**src/design/rflru_pkg.sv**
```systemverilog
package rflru_pkg;

  // field widths
  localparam int unsigned MacW   = 48;
  localparam int unsigned SeqW   = 32;
  localparam int unsigned StampW = 32;

  // one table entry as kept in the table memory
  typedef struct packed {
    logic [MacW-1:0]   mac;
    logic [SeqW-1:0]   seq;
    logic [StampW-1:0] stamp;
  } entry_t;

  // sequencer states
  typedef enum logic [1:0] {
    ST_IDLE,
    ST_SCAN,
    ST_WRITE
  } state_e;

endpackage

```
**src/design/replay_filter_lru_table_unit.sv**
```systemverilog
// Replay filter with a least-recently-used origin table.
// Input channel: in_valid_i / in_stall_o carry origin_mac_i and sequence_number_i.
// A transaction is taken when in_valid_i is high and in_stall_o is low.
// Output channel: out_valid_o / out_stall_i carry accepted_o and new_origin_o,
// exactly one result transaction for every input transaction, in order.
// Each item advances a 32-bit use clock, then the table is scanned one entry per
// cycle through a single read port with a registered read; one comparator pair
// checks the entry read in the previous cycle. A hit ends the scan early.
// A write-back cycle loads the output register and, unless the item is a replay,
// updates the entry. One item is in work at a time: a new item is taken only
// once the previous one has left the write-back state.
// in_stall_o is high while an item is in work. A finished result waits in the
// output register while out_stall_i is high; the next item may already be
// taken, and its write-back waits until the output register is free.
// Reset clears the valid bits, the use clock and the sequencer at once; the
// table memory itself needs no clearing pass.
module replay_filter_lru_table_unit #(
  parameter int unsigned TABLE_ENTRIES = 16
) (
  input  logic                        clk_i,
  input  logic                        rst_ni,
  input  logic                        in_valid_i,
  output logic                        in_stall_o,
  input  logic [rflru_pkg::MacW-1:0]  origin_mac_i,
  input  logic [rflru_pkg::SeqW-1:0]  sequence_number_i,
  output logic                        out_valid_o,
  input  logic                        out_stall_i,
  output logic                        accepted_o,
  output logic                        new_origin_o
);

  localparam int unsigned IdxW = (TABLE_ENTRIES > 1) ? $clog2(TABLE_ENTRIES) : 1;
  localparam logic [IdxW-1:0] LastIdx = IdxW'(TABLE_ENTRIES - 1);

  rflru_pkg::state_e state_q, state_d;

  // table storage
  rflru_pkg::entry_t mem_q [TABLE_ENTRIES];
  logic [TABLE_ENTRIES-1:0] valid_q;

  // item registers
  logic [rflru_pkg::MacW-1:0]   mac_q;
  logic [rflru_pkg::SeqW-1:0]   seq_q;
  logic [rflru_pkg::StampW-1:0] use_clock_q;

  // scan registers
  logic [IdxW-1:0]              scan_idx_q;
  logic                         issue_done_q;
  logic                         chk_vld_q;
  logic [IdxW-1:0]              chk_idx_q;
  rflru_pkg::entry_t            rdata_q;
  logic                         free_found_q;
  logic [IdxW-1:0]              free_idx_q;
  logic [IdxW-1:0]              old_idx_q;
  logic [rflru_pkg::StampW-1:0] old_stamp_q;
  logic                         hit_q;
  logic [IdxW-1:0]              hit_idx_q;
  logic [rflru_pkg::SeqW-1:0]   hit_seq_q;

  // output register
  logic out_valid_q;
  logic accepted_q;
  logic new_origin_q;

  // control
  logic            in_acc;
  logic            issue;
  logic            chk_hit;
  logic            chk_last;
  logic            out_free;
  logic            wr_go;
  logic            replay;
  logic [IdxW-1:0] wr_idx;

  assign in_stall_o   = (state_q != rflru_pkg::ST_IDLE);
  assign out_valid_o  = out_valid_q;
  assign accepted_o   = accepted_q;
  assign new_origin_o = new_origin_q;

  // control decode
  always_comb begin
    in_acc   = in_valid_i && (state_q == rflru_pkg::ST_IDLE);
    issue    = (state_q == rflru_pkg::ST_SCAN) && !issue_done_q;
    chk_hit  = chk_vld_q && valid_q[chk_idx_q] && (rdata_q.mac == mac_q);
    chk_last = chk_vld_q && (chk_idx_q == LastIdx);
    out_free = !out_valid_q || !out_stall_i;
    wr_go    = (state_q == rflru_pkg::ST_WRITE) && out_free;
    replay   = hit_q && (seq_q <= hit_seq_q);
    if (hit_q) begin
      wr_idx = hit_idx_q;
    end else if (free_found_q) begin
      wr_idx = free_idx_q;
    end else begin
      wr_idx = old_idx_q;
    end
  end

  // next state
  always_comb begin
    state_d = state_q;
    unique case (state_q)
      rflru_pkg::ST_IDLE: begin
        if (in_valid_i) state_d = rflru_pkg::ST_SCAN;
      end
      rflru_pkg::ST_SCAN: begin
        if (chk_hit || chk_last) state_d = rflru_pkg::ST_WRITE;
      end
      rflru_pkg::ST_WRITE: begin
        if (out_free) state_d = rflru_pkg::ST_IDLE;
      end
      default: state_d = rflru_pkg::ST_IDLE;
    endcase
  end

  // control registers
  always_ff @(posedge clk_i or negedge rst_ni) begin
    if (!rst_ni) begin
      state_q      <= rflru_pkg::ST_IDLE;
      valid_q      <= '0;
      use_clock_q  <= '0;
      out_valid_q  <= 1'b0;
      issue_done_q <= 1'b0;
      chk_vld_q    <= 1'b0;
    end else begin
      state_q <= state_d;
      if (in_acc) begin
        use_clock_q  <= use_clock_q + 1'b1;
        issue_done_q <= 1'b0;
      end else if (issue && (scan_idx_q == LastIdx)) begin
        issue_done_q <= 1'b1;
      end
      // stop the compare stage once the scan has ended
      chk_vld_q <= issue && !chk_hit;
      if (wr_go && !replay) valid_q[wr_idx] <= 1'b1;
      if (wr_go) begin
        out_valid_q <= 1'b1;
      end else if (!out_stall_i) begin
        out_valid_q <= 1'b0;
      end
    end
  end

  // item capture and scan datapath
  always_ff @(posedge clk_i) begin
    if (in_acc) begin
      mac_q        <= origin_mac_i;
      seq_q        <= sequence_number_i;
      scan_idx_q   <= '0;
      free_found_q <= 1'b0;
      free_idx_q   <= '0;
      old_idx_q    <= '0;
      old_stamp_q  <= '1;
      hit_q        <= 1'b0;
    end else begin
      if (issue && (scan_idx_q != LastIdx)) scan_idx_q <= scan_idx_q + 1'b1;
      if (chk_vld_q) begin
        if (chk_hit) begin
          hit_q     <= 1'b1;
          hit_idx_q <= chk_idx_q;
          hit_seq_q <= rdata_q.seq;
        end else begin
          // lowest free slot
          if (!valid_q[chk_idx_q] && !free_found_q) begin
            free_found_q <= 1'b1;
            free_idx_q   <= chk_idx_q;
          end
          // oldest stamp, lowest index on a tie
          if (rdata_q.stamp < old_stamp_q) begin
            old_stamp_q <= rdata_q.stamp;
            old_idx_q   <= chk_idx_q;
          end
        end
      end
    end
    chk_idx_q <= scan_idx_q;
  end

  // table memory, one read and one write port
  always_ff @(posedge clk_i) begin
    if (issue) rdata_q <= mem_q[scan_idx_q];
    if (wr_go && !replay) begin
      mem_q[wr_idx] <= '{mac: mac_q, seq: seq_q, stamp: use_clock_q};
    end
  end

  // result register
  always_ff @(posedge clk_i) begin
    if (wr_go) begin
      accepted_q   <= !replay;
      new_origin_q <= !hit_q;
    end
  end

`ifndef SYNTH
  a_clock_step: assert property (@(posedge clk_i) disable iff (!rst_ni)
    in_valid_i && !in_stall_o |=> use_clock_q == $past(use_clock_q) + 1'b1)
    else $error("use clock did not advance by one per transaction");

  a_new_implies_acc: assert property (@(posedge clk_i) disable iff (!rst_ni)
    out_valid_o && new_origin_o |-> accepted_o)
    else $error("new origin reported on a rejected transaction");

  a_write_result: assert property (@(posedge clk_i) disable iff (!rst_ni)
    wr_go |=> out_valid_o && (state_q == rflru_pkg::ST_IDLE))
    else $error("write-back did not load the output register");

  a_chk_in_scan: assert property (@(posedge clk_i) disable iff (!rst_ni)
    chk_vld_q |-> state_q == rflru_pkg::ST_SCAN)
    else $error("compare stage active outside the scan");

  a_insert_valid: assert property (@(posedge clk_i) disable iff (!rst_ni)
    wr_go && !hit_q && free_found_q |-> !valid_q[free_idx_q])
    else $error("insert targets a slot that is already in use");
`endif

endmodule

```
**config.mk**
```make
export PLATFORM = sky130hd
export DESIGN_NAME = replay_filter_lru_table_unit
export DESIGN_NICKNAME = d
export VERILOG_FILES = /design/src/design/rflru_pkg.sv /design/src/design/replay_filter_lru_table_unit.sv
export SDC_FILE = /design/constraint.sdc
export NUM_CORES = 2
export LEC_CHECK = 0
export ABC_CLOCK_PERIOD_IN_PS = 9600
export BUFFER_PORTS_ARGS = -buffer_cell sky130_fd_sc_hd__buf_2
export CAP_MARGIN = 20
export CORE_MARGIN = 2
export CORE_UTILIZATION = 55
export DETAILED_ROUTE_END_ITERATION = 12
export PLACE_DENSITY = 0.72
export SETUP_SLACK_MARGIN = 0.2
export SYNTH_ARGS = -nofsm -noshare
export SYNTH_HDL_FRONTEND = slang
export SYNTH_SLANG_ARGS = --single-unit
```
**constraint.sdc**
```tcl
create_clock -name clk_i -period 9.6 [get_ports clk_i]
set_clock_uncertainty 0.15 [all_clocks]
set_input_delay 1.92 -clock clk_i [delete_from_list [all_inputs] [get_ports clk_i]]
set_output_delay 1.92 -clock clk_i [all_outputs]
set_load 0.03 [all_outputs]
```
# Word-level counts from Yosys, hierarchy flattened
# Memories as Yosys holds them, arrays and structs flattened. A register that Yosys moved wholly into a read port is not among the register bits.
# Cells that the tools add are included.
# totals
regBits,221
mem_bits_rw,1792
inputBits,84
output_inout_bits,4
n_memories,1
# classes
n_addsub,2
n_lt_le_gt_ge,5
n_eq_ne,10
mux,16
bitwise,3
n_reduce_logical,31
# memory_table
memory,depth,word_bits,read_ports,rd_ports_with_merged_regs,write_ports,line,rtl
mem_q,16,112,1,1,1,replay_filter_lru_table_unit.sv:38,rflru_pkg::entry_t mem_q [TABLE_ENTRIES];
# op_table
operator,count
$eq 48x48->1,1
$add 32x1->32 const B,1
$le 32x32->1,1
$lt 32x32->1,1
$or 16x16->16,1
$logic_and 1x1->1,13
$reduce_and 3->1,4
$lt 4x5->1 const B,2
$eq 4x4->1 const B,2
$logic_not 1->1,8
$mux 1,8
$mux 4,2
$mux 2,3
$pmux 2 s3,1
$add 4x1->4 const B,1
$bmux 1 s4,1
$demux 1 s4,1
$ge 4x1->1 const B,1
$ne 2x1->1 const B,2
$ne 2x2->1 const B,2
$ne 4x4->1 const B,1
$reduce_bool 2->1,2
$eq 2x1->1 const B,1
$eq 2x2->1 const B,1
4 further kinds,6

# Longest topological paths before layout
# logic_depth
word_depth,7
mapped_depth,10
depth_no_buf,9

# Worst setup path before layout
# OpenSTA, ideal clock, no wires.
# synth_path
kind,in2reg
startpoint,input port in_valid_i
endpoint,register hit_idx_q[0] (enable)
setup_time_ns,0.638
arrival_time_ns,6.415
path_slack_ns,2.397
stages,4
n_path_buf,2
path_cell_list,nor3b_1 -> clkbuf_1 -> clkbuf_1 -> nor2_1
# synth_between
elab_chain_len,3
# synth_rtl
item,line,rtl
from (decl),replay_filter_lru_table_unit.sv:22,"input logic in_valid_i,"
$logic_and 1x1->1,replay_filter_lru_table_unit.sv:82,in_acc = in_valid_i && (state_q == rflru_pkg::ST_IDLE);
named net in_acc,replay_filter_lru_table_unit.sv:66,logic in_acc;
$not 1->1 (no line),-,
$reduce_and 3->1 (no line),-,
to (signal assigned),replay_filter_lru_table_unit.sv:159,hit_idx_q <= chk_idx_q;
to (decl),replay_filter_lru_table_unit.sv:57,logic [IdxW-1:0] hit_idx_q;
# The timed path passes the listed nets, and every way through them passes these cells.
# A chain may end at the register's enable or synchronous reset.

# Worst setup path in the final report
# layout_path
startpoint,register seq_q[23] (netlist bit)
endpoint,memory mem_q[6][41] (netlist bit) (enable)
# layout_between
elab_chain_len,6
# layout_rtl
item,line,rtl
from (decl),replay_filter_lru_table_unit.sv:43,logic [rflru_pkg::SeqW-1:0] seq_q;
from (signal assigned),replay_filter_lru_table_unit.sv:147,seq_q <= sequence_number_i;
$le 32x32->1,replay_filter_lru_table_unit.sv:88,replay = hit_q && (seq_q <= hit_seq_q);
$logic_and 1x1->1,replay_filter_lru_table_unit.sv:88,
$logic_not 1->1,replay_filter_lru_table_unit.sv:181,if (wr_go && !replay) begin
$logic_and 1x1->1,replay_filter_lru_table_unit.sv:181,
$mux 1,replay_filter_lru_table_unit.sv:181,
$mux 1 (not written as such),replay_filter_lru_table_unit.sv:182,"mem_q[wr_idx] <= '{mac: mac_q, seq: seq_q, stamp: use_clock_q};"
to (decl),replay_filter_lru_table_unit.sv:38,
# Every way passes these cells.

==> results.py <==
metrics = {
    "run_status": {
        "outcome": "finished clean",
    },
    "routing": {
        "wire_per_inst_um": 30.0,
        "first_pass_iters": 7,
        "drcViolationCount": 0,
        "viasPerCell": 6.34,
        "vias": 36141,
        "wl_mm": 171,
        "drt-initial-drc-count": 4008,
        "antenna_left": 0,
    },
    "global_route": {
        "grt_pass1_vias": 37046,
        "antenna_found_initial": 5,
        "grt_pass1_wl_mm": 253,
        "overflow": 0,
        "track_usage_pct": 23.5,
        "grt_max_degree": 113,
    },
    "layout": {
        "nNetsFinal": 3757,
        "drive_gt1_share_pct": 28.1,
        "final_common_cell": "edfxtp_1",
        "fillerInstances": 9599,
        "area_delta_synth_final_pct": 11.9,
        "final_core_util_pct": 61.8,
        "mostFrequentLayoutCells": "edfxtp_1 (2022), mux4_2 (562), clkbuf_16 (204)",
        "multi_input_area_mm2": 0.0165,
        "seq_area_mm2": 0.0631,
    },
    "floorplanning": {
        "core_mm2": 0.145,
        "dieHeight_um": 386,
        "dieArea_mm2": 0.149,
        "row_count": 140,
        "start_util_pct": 55.3,
        "die_x_um": 386,
        "ios": 88,
    },
    "cts": {
        "h-tree-depth": 4,
        "ctsResizeCount": 0,
        "holdBufCountCts": 0,
        "clock_path_buffers": 3,
        "cts_tree": "done",
        "postCtsSetupBuffers": 0,
        "clk-insertion-delay-late_ns": 0.81,
        "numCtsBuffers": 201,
        "numClockSinks": 2125,
        "cts-root-buf": "clkbuf_16",
        "clk_pin_slew_ns": 0.06,
    },
    "pwr": {
        "p_comb_share_pct": 19.4,
        "p_clk_share_pct": 33.1,
        "power.internal_mw": 17.4,
        "ir_drop_v": 0.000207,
        "fin_total_pwr_mw": 23.4,
        "p_sw_mw": 5.98,
        "power.density_mw_per_mm2": 260,
        "sw_frac_of_total_pct": 25.5,
        "pwr-share-seq_pct": 47.4,
        "p_leak_nw": 28.2,
    },
    "timing": {
        "setup_viol": 0,
        "worst_pin_slew_ns": 1.08,
        "hold_viol": 0,
        "worst_slack_ns": 4.10,
        "finalCritPeriodShare_pct": 57.3,
        "drv_slew": 0,
        "rsz0062_at_grt": "false",
        "fin_crit_ns": 5.50,
        "slew-limit-headroom_pct": 27.7,
        "tns_ns": 0,
        "fmax_ghz": 0.182,
    },
    "setup_path": {
        "end_kind": "flop",
        "cp_max_fo": 52,
        "critical_path_required_ns": 9.87,
        "reg2reg_from": "seq_q[23]",
        "critPathLaunch": "seq_q[23]",
        "cp-start-kind": "flop",
        "criticalPathCategory": "flop to flop",
        "crit_arrival_ns": 5.77,
    },
    "synth": {
        "yosysTopAreaCell": "edfxtp_1",
        "syn_inst": 3411,
        "synth_edf_count": 2022,
        "async_reset_ff_share_pct": 2.49,
        "syn_nets": 3560,
        "ys.flop_type": "edfxtp_1",
        "syn_area_mm2": 0.0804,
        "postSynthAreaPerCell_um2": 23.6,
        "synth_top_area_share_pct": 75.5,
        "synth-seq-area-share_pct": 78.4,
        "yosysWarnings": 0,
        "ys_top_cells_by_area": "edfxtp_1 (76%), mux4_2 (16%), dfrtp_1 (1.7%)",
        "synth-seq-cells": 2125,
        "yosysUniqueCellTypes": 54,
    },
    "run": {
        "cap_violations": 0,
    },
    "placement": {
        "hpwl_mm": 88.4,
        "gp_congestion": 0.764,
        "port_buffers": 87,
        "place_ws_ns": 3.82,
    },
    "worst_hold_path": {
        "min_from": "rdata_q[38]",
        "hold_class": "flop to flop",
    },
}
-- area by class of cell --
| class | count | area share, % |
|---|---|---|
| timing repair buffer | 148 | 1.25 |
| sequential | 2125 | 70.1 |
| clock inverter | 125 | 1.24 |
| inverter | 70 | 0.298 |
| multi-input combinational | 1062 | 18.4 |
| antenna | 1 | 0.00278 |
| clock buffer | 254 | 6.00 |
| tap | 1917 | 2.67 |
-- cells in the mapped netlist, types with 37 or more instances --
library cell	n
edfxtp_1	2022
mux4_2	562
ha_1	65
buf_1	59
dfxtp_1	50
nand2_1	38
xnor2_1	49
clkbuf_1	84
dfrtp_1	53
inv_1	70
nor2_1	37
-- per-layer routing --
metal	GRT usage, %	share of wire (%)	up-vias
li1	-	-	14891
met1	34.5	41	19438
met2	36.8	49	1579
met3	4.63	8.1	229
met4	6.21	2.1	4
met5	0	0.016	-
-- sequential cells by signal, summed over array words and instances (netlist names), 2 cells and up --
signal and count:
state_q 2, old_idx_q 4, scan_idx_q 4, hit_seq_q 32, valid_q 16, old_stamp_q 32
rdata_q 112, mac_q 48, use_clock_q 32, hit_idx_q 4, chk_idx_q 4, free_idx_q 4
seq_q 32, mem_q 1792
-- per-stage QoR --
stage,hold slack (ns),std cells,cell area (um2)
6_report,0.269,5702,89900
5_1_grt,0.287,5701,89900
4_1_cts,0.267,5700,89900
3_5_place_dp,0.255,5321,83400
3_3_place_gp,0.255,5320,83300
2_1_floorplan,0.179,3411,80400
-- cells by family after synthesis --
kind of cell	count (synthesis)	share of synthesized area (%)
multiplexers	575	16.0
AND/OR/NAND/NOR	186	1.23
flip-flops	2125	78.4
adder cells (fa/ha/maj)	65	1.01
XOR/XNOR	80	0.872
AO/OA/AOI/OAI	156	1.37
buffers and inverters	224	1.11
-- power by group through the flow --
stage	clock network (mW)	logic, mW	registers [mW]
floorplan	0	3.62	11.0
global placement	0	4.57	11.3
detailed placement	0	4.61	11.3
CTS	7.86	4.65	11.1
global route	8.21	4.89	11.2
finish	7.75	4.55	11.1
-- path summary, 6_finish.rpt --
kind                       slack [ns]      endpoint  depth (start not counted)
min reg2reg                      0.27  hit_seq_q[6]                          0
min in group asynchronous        1.13     chk_vld_q                          2
max in group asynchronous        7.60  issue_done_q                          2
min                              0.27  hit_seq_q[6]                          0
max                              4.10  mem_q[6][41]                         10
max reg2reg                      4.10  mem_q[6][41]                         10
-- worst max-delay path, stage by stage (launching register included) --
cell,delay (ns)
edfxtp_1,0.66
ha_1,0.45
and4_1,0.27
nand2_1,0.11
nor3_1,0.54
o311a_1,0.27
o31ai_1,0.22
a21boi_2,0.22
buf_4,0.33
and3_4,0.98
buf_4,0.84
Note: power is estimated with default switching activity, not from simulation.
